### src/design/lcdw_pkg.sv
// Shared types, codes and constant tables for the character LCD nibble bus writer.
// No dependencies; every module of the block imports this package.
package lcdw_pkg;

	// Input action codes
	typedef enum logic [1:0] {
		ACT_INIT = 2'd0,
		ACT_CMD  = 2'd1,
		ACT_DATA = 2'd2,
		ACT_POS  = 2'd3
	} action_t;

	// Wait kinds on the result side
	typedef enum logic [1:0] {
		WAIT_NONE  = 2'd0,
		WAIT_PULSE = 2'd1,
		WAIT_MS    = 2'd2
	} wait_kind_t;

	// Work kinds handed from front to back
	typedef enum logic [1:0] {
		JOB_INIT = 2'd0,
		JOB_BYTE = 2'd1,
		JOB_POS  = 2'd2
	} job_kind_t;

	typedef struct packed {
		job_kind_t  kind;
		logic       rs;
		logic [7:0] data;
		logic       tail;
	} job_t;

	typedef struct packed {
		logic       select_data;
		logic [3:0] nibble;
		logic       enable;
		wait_kind_t wait_kind;
		logic [5:0] wait_ms;
		logic       last;
	} phase_t;

	// Job queue sizing
	localparam int QUEUE_DEPTH = 4;
	localparam int QPTR_W      = $clog2(QUEUE_DEPTH);
	localparam int QCNT_W      = $clog2(QUEUE_DEPTH + 1);

	// Phase counts per job kind
	localparam int          PHASE_W     = 6;
	localparam logic [5:0]  BYTE_LAST   = 6'd3;
	localparam logic [5:0]  POS_LAST    = 6'd4;
	localparam logic [5:0]  INIT_LAST   = 6'd34;
	localparam logic [5:0]  INIT_WAKE_LAST = 6'd6;
	localparam logic [5:0]  INIT_CMD_FIRST = 6'd7;
	localparam logic [5:0]  POWER_UP_MS = 6'd40;
	localparam logic [5:0]  FIRST_WAKE_MS = 6'd4;
	localparam logic [5:0]  ONE_MS      = 6'd1;
	localparam logic [3:0]  WAKE_NIBBLE = 4'h3;

	// Byte constants
	localparam logic [7:0] LEAD_LO     = 8'hCF;
	localparam logic [7:0] LEAD_HI     = 8'hDF;
	localparam logic [7:0] HIGH_HALF   = 8'h80;
	localparam logic [7:0] SHIFT_SPLIT = 8'h90;
	localparam logic [7:0] SHIFT_LOW   = 8'h70;
	localparam logic [7:0] SHIFT_HIGH  = 8'h30;
	localparam logic [7:0] DDRAM_SET   = 8'h80;
	localparam logic [2:0] ROW_COUNT   = 3'd4;

	function automatic logic [7:0] row_base(input logic [1:0] r);
		logic [7:0] b;
		case (r)
			2'd0:    b = 8'h00;
			2'd1:    b = 8'h40;
			2'd2:    b = 8'h14;
			default: b = 8'h54;
		endcase
		return b;
	endfunction

	function automatic logic [7:0] init_cmd(input logic [2:0] i);
		logic [7:0] c;
		case (i)
			3'd0:    c = 8'h28;
			3'd1:    c = 8'h28;
			3'd2:    c = 8'h0F;
			3'd3:    c = 8'h01;
			3'd4:    c = 8'h06;
			3'd5:    c = 8'h02;
			3'd6:    c = 8'h2A;
			default: c = 8'h00;
		endcase
		return c;
	endfunction

	function automatic logic [5:0] init_tail(input logic [2:0] i);
		logic [5:0] t;
		case (i)
			3'd3, 3'd5, 3'd6: t = 6'd2;
			default:          t = 6'd1;
		endcase
		return t;
	endfunction

	// One of the four phases of a byte: high nibble first, pulse then release.
	function automatic phase_t byte_phase(input logic rs, input logic [7:0] b,
			input logic [1:0] sub, input logic [5:0] tail_ms);
		phase_t p;
		p.select_data = rs;
		p.nibble      = sub[1] ? b[3:0] : b[7:4];
		p.enable      = ~sub[0];
		p.last        = 1'b0;
		if (!sub[0]) begin
			p.wait_kind = WAIT_PULSE;
			p.wait_ms   = '0;
		end else if (sub[1] && (tail_ms != '0)) begin
			p.wait_kind = WAIT_MS;
			p.wait_ms   = tail_ms;
		end else begin
			p.wait_kind = WAIT_NONE;
			p.wait_ms   = '0;
		end
		return p;
	endfunction

endpackage

### src/design/lcdw_front.sv
// Front end: accepts input items, holds the translate register and lead flag,
// and turns each item into a job for the queue. Depends on lcdw_pkg.
module lcdw_front import lcdw_pkg::*; (
	input  logic       clk,
	input  logic       arst_n,
	input  logic       cfg_wr_en,
	input  logic       cfg_wr_data,
	input  logic       in_valid,
	output logic       in_ready,
	input  logic [1:0] action,
	input  logic [7:0] value,
	input  logic [5:0] column,
	input  logic [2:0] row,
	input  logic       queue_full,
	output logic       push,
	output job_t       push_job
);

	logic       translate_q;
	logic       lead_seen_q;
	logic       lead_nx;
	logic       has_job;
	logic       accept;
	logic [7:0] mapped;
	logic [7:0] addr;

	assign in_ready = ~queue_full;
	assign accept   = in_valid & in_ready;
	assign push     = accept & has_job;

	always_comb begin
		mapped = value;
		if (lead_seen_q && (value >= HIGH_HALF))
			mapped = (value < SHIFT_SPLIT) ? value + SHIFT_LOW : value + SHIFT_HIGH;
		addr = (row_base(row[1:0]) + {2'b00, column}) | DDRAM_SET;
	end

	always_comb begin
		push_job.kind = JOB_BYTE;
		push_job.rs   = 1'b0;
		push_job.data = value;
		push_job.tail = 1'b0;
		has_job       = 1'b1;
		lead_nx       = lead_seen_q;
		case (action)
			ACT_INIT: begin
				push_job.kind = JOB_INIT;
			end
			ACT_CMD: begin
				push_job.kind = JOB_BYTE;
			end
			ACT_DATA: begin
				push_job.rs = 1'b1;
				if (translate_q) begin
					if (value inside {[LEAD_LO:LEAD_HI]}) begin
						// lead byte: remember it, send nothing
						has_job = 1'b0;
						lead_nx = 1'b1;
					end else begin
						push_job.data = mapped;
						push_job.tail = 1'b1;
						lead_nx       = 1'b0;
					end
				end
			end
			ACT_POS: begin
				push_job.kind = JOB_POS;
				push_job.data = addr;
				push_job.tail = 1'b1;
				has_job       = (row < ROW_COUNT);
			end
			default: begin
				has_job = 1'b0;
			end
		endcase
	end

	always_ff @(posedge clk or negedge arst_n) begin
		if (!arst_n) begin
			translate_q <= 1'b0;
			lead_seen_q <= 1'b0;
		end else begin
			if (cfg_wr_en)
				translate_q <= cfg_wr_data;
			if (accept)
				lead_seen_q <= lead_nx;
		end
	end

endmodule

### src/design/lcdw_fifo.sv
// Short job queue between front and back, register array with count.
// Depends on lcdw_pkg for the job type and depth.
module lcdw_fifo import lcdw_pkg::*; (
	input  logic clk,
	input  logic arst_n,
	input  logic push,
	input  job_t push_job,
	input  logic pop,
	output logic full,
	output logic head_valid,
	output job_t head_job
);

	job_t              mem_q [QUEUE_DEPTH];
	logic [QPTR_W-1:0] wr_ptr_q;
	logic [QPTR_W-1:0] rd_ptr_q;
	logic [QCNT_W-1:0] count_q;

	assign full       = (count_q == QCNT_W'(QUEUE_DEPTH));
	assign head_valid = (count_q != '0);
	assign head_job   = mem_q[rd_ptr_q];

	always_ff @(posedge clk) begin
		if (push)
			mem_q[wr_ptr_q] <= push_job;
	end

	always_ff @(posedge clk or negedge arst_n) begin
		if (!arst_n) begin
			wr_ptr_q <= '0;
			rd_ptr_q <= '0;
			count_q  <= '0;
		end else begin
			if (push)
				wr_ptr_q <= (wr_ptr_q == QPTR_W'(QUEUE_DEPTH - 1)) ? '0 : wr_ptr_q + 1'b1;
			if (pop)
				rd_ptr_q <= (rd_ptr_q == QPTR_W'(QUEUE_DEPTH - 1)) ? '0 : rd_ptr_q + 1'b1;
			if (push && !pop)
				count_q <= count_q + 1'b1;
			else if (pop && !push)
				count_q <= count_q - 1'b1;
		end
	end

`ifndef NO_ASSERTIONS
	a_no_overflow: assert property (@(posedge clk) disable iff (!arst_n)
		push |-> !full)
		else $error("job queue written while full");

	a_no_underflow: assert property (@(posedge clk) disable iff (!arst_n)
		pop |-> head_valid)
		else $error("job queue read while empty");
`endif

endmodule

### src/design/lcdw_back.sv
// Back end: walks the head job through its pin phases, one per cycle while the output
// register is empty or being taken, into the output register. Depends on lcdw_pkg.
module lcdw_back import lcdw_pkg::*; (
	input  logic       clk,
	input  logic       arst_n,
	input  logic       head_valid,
	input  job_t       head_job,
	output logic       pop,
	output logic       out_valid,
	input  logic       out_ready,
	output logic       select_data,
	output logic [3:0] nibble,
	output logic       enable,
	output logic [1:0] wait_kind,
	output logic [5:0] wait_ms,
	output logic       last
);

	logic [PHASE_W-1:0] idx_q;
	logic [PHASE_W-1:0] init_j;
	logic [PHASE_W-1:0] pos_j;
	phase_t             ph;
	phase_t             out_q;
	logic               out_valid_q;
	logic               emit;

	assign emit = head_valid & (~out_valid_q | out_ready);
	assign pop  = emit & ph.last;

	always_comb begin
		init_j = idx_q - INIT_CMD_FIRST;
		pos_j  = idx_q - ONE_MS;
		ph     = byte_phase(head_job.rs, head_job.data, idx_q[1:0], {5'd0, head_job.tail});
		case (head_job.kind)
			JOB_BYTE: begin
				ph.last = (idx_q == BYTE_LAST);
			end
			JOB_POS: begin
				if (idx_q == '0) begin
					// lead phase: high nibble of the address, enable low, 1 ms
					ph.select_data = 1'b0;
					ph.nibble      = head_job.data[7:4];
					ph.enable      = 1'b0;
					ph.wait_kind   = WAIT_MS;
					ph.wait_ms     = ONE_MS;
				end else begin
					ph = byte_phase(1'b0, head_job.data, pos_j[1:0], {5'd0, head_job.tail});
				end
				ph.last = (idx_q == POS_LAST);
			end
			JOB_INIT: begin
				if (idx_q == '0) begin
					ph.select_data = 1'b0;
					ph.nibble      = '0;
					ph.enable      = 1'b0;
					ph.wait_kind   = WAIT_MS;
					ph.wait_ms     = POWER_UP_MS;
				end else if (idx_q <= INIT_WAKE_LAST) begin
					// three wake-up pulses on nibble 3
					ph.select_data = 1'b0;
					ph.nibble      = WAKE_NIBBLE;
					ph.enable      = idx_q[0];
					ph.wait_kind   = WAIT_MS;
					ph.wait_ms     = (idx_q == ONE_MS) ? FIRST_WAKE_MS : ONE_MS;
				end else begin
					ph = byte_phase(1'b0, init_cmd(init_j[4:2]), init_j[1:0],
						init_tail(init_j[4:2]));
				end
				ph.last = (idx_q == INIT_LAST);
			end
			default: begin
				ph.last = 1'b1;
			end
		endcase
	end

	always_ff @(posedge clk) begin
		if (emit)
			out_q <= ph;
	end

	always_ff @(posedge clk or negedge arst_n) begin
		if (!arst_n) begin
			idx_q       <= '0;
			out_valid_q <= 1'b0;
		end else begin
			if (emit)
				idx_q <= ph.last ? '0 : idx_q + 1'b1;
			if (emit)
				out_valid_q <= 1'b1;
			else if (out_ready)
				out_valid_q <= 1'b0;
		end
	end

	assign out_valid   = out_valid_q;
	assign select_data = out_q.select_data;
	assign nibble      = out_q.nibble;
	assign enable      = out_q.enable;
	assign wait_kind   = out_q.wait_kind;
	assign wait_ms     = out_q.wait_ms;
	assign last        = out_q.last;

`ifndef NO_ASSERTIONS
	a_idx_bound: assert property (@(posedge clk) disable iff (!arst_n)
		head_valid |-> ((head_job.kind == JOB_BYTE && idx_q <= BYTE_LAST) ||
			(head_job.kind == JOB_POS && idx_q <= POS_LAST) ||
			(head_job.kind == JOB_INIT && idx_q <= INIT_LAST)))
		else $error("phase index past end of job");

	a_ms_only_on_wait: assert property (@(posedge clk) disable iff (!arst_n)
		(out_valid_q && out_q.wait_kind != WAIT_MS) |-> (out_q.wait_ms == '0))
		else $error("wait_ms set on a phase without millisecond wait");
`endif

endmodule

### src/design/char_lcd_nibble_bus_writer_core.sv
// An accepted item goes through the job queue, then the back-end output register.
// Throughput: one phase per cycle while the output is not stalled; command and data
// bytes have 4 phases, set position 5, init 35; lead bytes and rows 4..7 take no back time.
// The input takes an item every cycle while the 4-entry job queue has room.
// Reset (arst_n low, asynchronous): translation off, lead flag clear, queue and output empty.
// Top level of the character LCD nibble bus writer; depends on lcdw_pkg, lcdw_front,
// lcdw_fifo and lcdw_back.
module char_lcd_nibble_bus_writer_core import lcdw_pkg::*; (
	input  logic       clk,
	input  logic       arst_n,
	// configuration: translate_enable
	input  logic       cfg_wr_en,
	input  logic       cfg_wr_data,
	// input channel
	input  logic       in_valid,
	output logic       in_ready,
	input  logic [1:0] action,
	input  logic [7:0] value,
	input  logic [5:0] column,
	input  logic [2:0] row,
	// output channel, one beat per pin phase
	output logic       out_valid,
	input  logic       out_ready,
	output logic       select_data,
	output logic [3:0] nibble,
	output logic       enable,
	output logic [1:0] wait_kind,
	output logic [5:0] wait_ms,
	output logic       last
);

	// front to queue
	logic queue_full;
	logic push;
	job_t push_job;
	// queue to back
	logic head_valid;
	job_t head_job;
	logic pop;

	// Front: classify the item, apply Cyrillic mapping and the row base, drop
	// items that give no phases, push the rest as jobs.
	lcdw_front u_front (
		.clk         (clk),
		.arst_n      (arst_n),
		.cfg_wr_en   (cfg_wr_en),
		.cfg_wr_data (cfg_wr_data),
		.in_valid    (in_valid),
		.in_ready    (in_ready),
		.action      (action),
		.value       (value),
		.column      (column),
		.row         (row),
		.queue_full  (queue_full),
		.push        (push),
		.push_job    (push_job)
	);

	// Queue: lets the front keep taking items while the back is busy on a long job.
	lcdw_fifo u_fifo (
		.clk        (clk),
		.arst_n     (arst_n),
		.push       (push),
		.push_job   (push_job),
		.pop        (pop),
		.full       (queue_full),
		.head_valid (head_valid),
		.head_job   (head_job)
	);

	// Back: step through the phases of the head job; pop it with its last beat.
	lcdw_back u_back (
		.clk         (clk),
		.arst_n      (arst_n),
		.head_valid  (head_valid),
		.head_job    (head_job),
		.pop         (pop),
		.out_valid   (out_valid),
		.out_ready   (out_ready),
		.select_data (select_data),
		.nibble      (nibble),
		.enable      (enable),
		.wait_kind   (wait_kind),
		.wait_ms     (wait_ms),
		.last        (last)
	);

endmodule
### config.mk
export PLATFORM = sky130hd
export DESIGN_NAME = char_lcd_nibble_bus_writer_core
export DESIGN_NICKNAME = d
export VERILOG_FILES = /design/src/design/lcdw_pkg.sv /design/src/design/lcdw_front.sv /design/src/design/lcdw_fifo.sv /design/src/design/lcdw_back.sv /design/src/design/char_lcd_nibble_bus_writer_core.sv
export SDC_FILE = /design/constraint.sdc
export NUM_CORES = 1
export LEC_CHECK = 0
export ABC_AREA = 1
export BUFFER_PORTS_ARGS = -buffer_cell sky130_fd_sc_hd__clkbuf_2
export CORE_MARGIN = 2
export CORE_UTILIZATION = 60
export DETAILED_ROUTE_END_ITERATION = 12
export PLACE_DENSITY = 0.92
export SLEW_MARGIN = 10
export SYNTH_ARGS = -nofsm -noshare
export SYNTH_HDL_FRONTEND = slang
export SYNTH_SLANG_ARGS = --single-unit
### constraint.sdc
create_clock -name clk -period 4 [get_ports clk]
set_input_delay 0.2 -clock clk [delete_from_list [all_inputs] [get_ports clk]]
set_output_delay 0.2 -clock clk [all_outputs]
set_load 0.01 [all_outputs]
==> PnR_summary.wiki <==
{| class="wikitable"
! Metric !! Value
|-
| Number of antenna violations at the first check in global routing || 0
|-
| Area of the mapped netlist || a little over 0.004 mm2
|-
| Critical-path maximum fanout || 17
|-
| Number of setup violations in the final report || 0
|-
| Syn nets || between 400 and 500
|-
| Pre-antenna DRT Iters || 4
|-
| I/O Pins || between 40 and 50
|-
| Worst reg2reg setup slack || roughly 1200 ps
|-
| Number of clock sinks || 77
|-
| Layout area overhead || 10.78%
|-
| Achievable frequency || about 360 MHz
|-
| Routed length per instance || ~15 um
|-
| Die outline area || between 0.007 and 0.008 mm2
|-
| Vias per Instance || between 5 and 6
|-
| GRT Total Usage || about 23%
|-
| CP max stage delay || approximately 540 ps
|-
| CTS max path bufs || 2
|-
| Vertical die dimension || between 80 and 90 um
|-
| Ant diodes || 0
|-
| DRC errors left || 0
|-
| RSZ-0062 raised after global routing || false
|-
| Power density of the placed cells || just over 700 mW/mm2
|-
| Remaining global-route overflow || 0
|-
| Post-DRT Antenna Nets || 0
|-
| Clock slew at reported path FFs || about 80 ps
|-
| CP max stage cell || sky130_fd_sc_hd__dfrtp_1
|-
| Die W || ~87 um
|-
| Area taken by multi-input logic gates || between 0.0015 and 0.002 mm2
|-
| Maximum number of pins on one net before global-route repair || 28
|-
| LEAKAGE || just over 2 nW
|-
| Period utilization || 69.81%
|-
| Crit path kind || reg -> reg
|-
| EDFF count, synth || 61
|-
| Count of pins over their slew limit || 0
|-
| Synthesized netlist cell count || ~430
|-
| HPWL Detailed || slightly above 6000 um
|-
| Max-capacitance violation count || 0
|-
| Number of distinct standard cells referenced by the synthesized netlist || between 40 and 50
|-
| Most common flop cell mapped by yosys || sky130_fd_sc_hd__edfxtp_1
|-
| Worst setup SP type || flop
|-
| Detailed-route via count || 3090
|-
| Number of setup buffers added after CTS || 0
|-
| Kind of end point of the critical path || flop
|-
| Global-route wire length before repair || 12990 um
|-
| Area taken by flip-flops and latches || ~0.0022 mm2
|-
| Type of the tightest min-delay check || in -> reg
|-
| Sequential fraction of the synthesis area || roughly 54%
|-
| Layout Utilization || about two thirds
|-
| Number of core rows || 30
|-
| Initial core utilization || about three fifths
|-
| Number of buffers added on ports || 40
|-
| Root buffer selected by CTS || sky130_fd_sc_hd__clkbuf_8
|-
| Total core area || around 0.0068 mm2
|-
| Gp weighted congestion || about 0.92
|-
| Top cell by count, worst path || sky130_fd_sc_hd__nand2_4
|-
| Skew final || between 7 and 8 ps
|-
| Final wirelength || 8152 um
|-
| Maximum level of the CTS H-tree || 3
|-
| YS warnings || 0
|-
| Clock latency on the worst-skew pair || ~350 ps
|-
| Fill cell count || around 500
|-
| Worst Path Arrival || about 3000 ps
|-
| Per-instance average area after synthesis || 9.615 um2
|-
| Number of nets in the finished design || 520
|-
| Minimum clock period || 2792 ps
|-
| Number of synthesized register bits || 77
|-
| First-iteration detailed-routing DRC count || 232
|-
| Maximum vdd ir drop || between 0.3 and 0.4 mV
|-
| Via count of the first global-routing pass || 2834
|-
| TritonCTS Buffers || 9
|-
| Final TNS setup || 0 ps
|-
| Share of post-route cells with drive strength above 1 || between 15 and 20%
|-
| Required time at the worst-slack endpoint || 4230 ps
|-
| Series of cell instances along the critical path || inv_2 -> nand3_2 -> nand2_4 -> nand2_4 -> xor2_2 -> nand2_4 -> nand2_8 -> nand2_4 -> ha_1 -> inv_1 -> fa_1 -> a21oi_1 -> o21ai_0 -> xor2_1
|-
| TritonCTS clock tree || built
|-
| Endpoints failing hold || 0
|-
| Outcome || complete, no violations
|-
| Ys async rst share || 20.78%
|}
[layout by cell type (no fill, tap or decap), types with 2 or more instances in the layout]
cell and count:
sky130_fd_sc_hd__dfrtp_1 16, sky130_fd_sc_hd__o21ai_0 27, sky130_fd_sc_hd__nand3b_1 4, sky130_fd_sc_hd__xor2_1 5, sky130_fd_sc_hd__nand2_4 5, sky130_fd_sc_hd__nor2_4 2
sky130_fd_sc_hd__nand3_2 2, sky130_fd_sc_hd__nand2_1 104, sky130_fd_sc_hd__clkbuf_8 9, sky130_fd_sc_hd__clkbuf_2 40, sky130_fd_sc_hd__nor2_1 30, sky130_fd_sc_hd__inv_1 42
sky130_fd_sc_hd__a21oi_1 15, sky130_fd_sc_hd__nand2_2 6, sky130_fd_sc_hd__inv_2 2, sky130_fd_sc_hd__nor3_2 2, sky130_fd_sc_hd__edfxtp_1 61, sky130_fd_sc_hd__clkinv_2 2
sky130_fd_sc_hd__nand3_1 40, sky130_fd_sc_hd__nand4_1 4, sky130_fd_sc_hd__buf_4 6, sky130_fd_sc_hd__o21ai_1 2, sky130_fd_sc_hd__clkinvlp_4 4, sky130_fd_sc_hd__ha_1 19
sky130_fd_sc_hd__o22ai_1 9, sky130_fd_sc_hd__a32o_1 4
[flip-flops by register name (all words and copies together), names as in the netlist]
| register | cells |
|---|---|
| u_back.select_data | 1 |
| u_back.wait_kind | 2 |
| u_fifo.wr_ptr_q | 2 |
| u_back.last | 1 |
| u_back.nibble | 4 |
| u_back.out_valid | 1 |
| u_back.wait_ms | 4 |
| u_front.translate_q | 1 |
| u_fifo.count_q | 3 |
| u_fifo.rd_ptr_q | 2 |
| u_back.enable | 1 |
| u_fifo.mem_q | 48 |
| u_front.lead_seen_q | 1 |
| u_back.idx_q | 6 |
[cells in the mapped netlist, types with 2 or more instances]
| library cell | instances | share of area, % |
|---|---|---|
| sky130_fd_sc_hd__o21ai_1 | 2 | 0.24 |
| sky130_fd_sc_hd__nand2_2 | 6 | 0.91 |
| sky130_fd_sc_hd__buf_4 | 2 | 0.36 |
| sky130_fd_sc_hd__dfrtp_1 | 16 | 9.7 |
| sky130_fd_sc_hd__clkbuf_1 | 4 | 0.36 |
| sky130_fd_sc_hd__edfxtp_1 | 61 | 44 |
| sky130_fd_sc_hd__xor2_1 | 5 | 1.1 |
| sky130_fd_sc_hd__ha_1 | 19 | 5.7 |
| sky130_fd_sc_hd__nand3_1 | 40 | 4.8 |
| sky130_fd_sc_hd__buf_2 | 7 | 0.85 |
| sky130_fd_sc_hd__o22ai_1 | 9 | 1.4 |
| sky130_fd_sc_hd__nand3_2 | 2 | 0.48 |
| sky130_fd_sc_hd__a32o_1 | 4 | 0.97 |
| sky130_fd_sc_hd__nand2_4 | 5 | 1.4 |
| sky130_fd_sc_hd__nor3_2 | 2 | 0.48 |
| sky130_fd_sc_hd__inv_2 | 2 | 0.18 |
| sky130_fd_sc_hd__inv_1 | 42 | 3.8 |
| sky130_fd_sc_hd__nand4_1 | 4 | 0.60 |
| sky130_fd_sc_hd__nor2_1 | 30 | 2.7 |
| sky130_fd_sc_hd__nand3b_1 | 4 | 0.72 |
| sky130_fd_sc_hd__o21ai_0 | 27 | 3.3 |
| sky130_fd_sc_hd__nand2_1 | 104 | 9.4 |
| sky130_fd_sc_hd__nor2_4 | 2 | 0.54 |
| sky130_fd_sc_hd__a21oi_1 | 15 | 1.8 |
[stage by stage]
stage               power [mW]  instances  area, um2  hold slack [ps]  worst slack [ps]
floorplan                2.454        431       4144           -95.59              1683
global placement         2.771        543       4413            145.5              1328
detailed placement       2.844        543       4413            144.9              1248
CTS                      3.348        560       4591            26.70              1225
global route             3.586        560       4591            38.15              1054
finish                   3.335        560       4591            44.00              1208
[kinds of logic (layout without fill, tap and decap cells)]
| group | after synthesis | count (layout) | share of synthesized area [%] |
|---|---|---|---|
| compound gates | 64 | 64 | 9.088 |
| xor+xnor | 7 | 7 | 1.661 |
| fa+ha+maj | 20 | 20 | 6.220 |
| buf+inv | 60 | 109 | 6.129 |
| flops | 77 | 77 | 53.86 |
| mux | 1 | 1 | 0.2717 |
| other cells | 1 | 1 | 0.09049 |
| simple gates | 201 | 201 | 22.67 |
[critical path: cells and delay by family (launching register included)]
family	cells	cell delay, ps
and+or+nand+nor	6	660
DFF	1	540
adders and majority gates	2	520
buffers and inverters	2	390
xor gates and xnor gates	2	320
AOI/OAI and AO/OA	2	250
[metal layers]
metal / up-vias / wire length [um] / global-route usage (%)
li1: 1544 / - / -
met1: 1424 / 3331 / 27.50
met2: 104 / 4112 / 39.63
met3: 18 / 526 / 6.256
met4: 0 / 182 / 8.811
met5: - / 0 / 0
[final timing paths]
path                                startpoint                   to  cells after the start
setup / recovery            u_fifo.rd_ptr_q[1]    u_fifo.count_q[2]                     14
hold / removal                       out_ready     u_back.out_valid                      2
setup reg to reg            u_fifo.rd_ptr_q[1]    u_fifo.count_q[2]                     14
hold reg to reg            u_front.lead_seen_q  u_front.lead_seen_q                      2
max in group asynchronous               arst_n      u_back.idx_q[0]                      2
min in group asynchronous               arst_n      u_back.idx_q[1]                      2
[report_power, final]
group,leakage [nW],internal (mW),switching [mW]
Clock,0.0743,0.222,0.278
Sequential,0.771,1.13,0.137
Combinational,1.20,0.537,1.04
[what timing repair did]
action,4_1_cts,5_1_grt
hold endpoints to repair,16,0
hold buffers,1,0
gates resized for setup,0,0
[final cells by class]
class                   instances  area share (%)
clock buffers                  10           2.780
clock inverters                 6          0.8722
inverters                      46           3.870
multi-input cells             294           36.11
flip-flops and latches         77           48.62
well taps                      80           2.180
repair buffers                 47           5.560
Note: power is estimated with default switching activity, not from simulation.
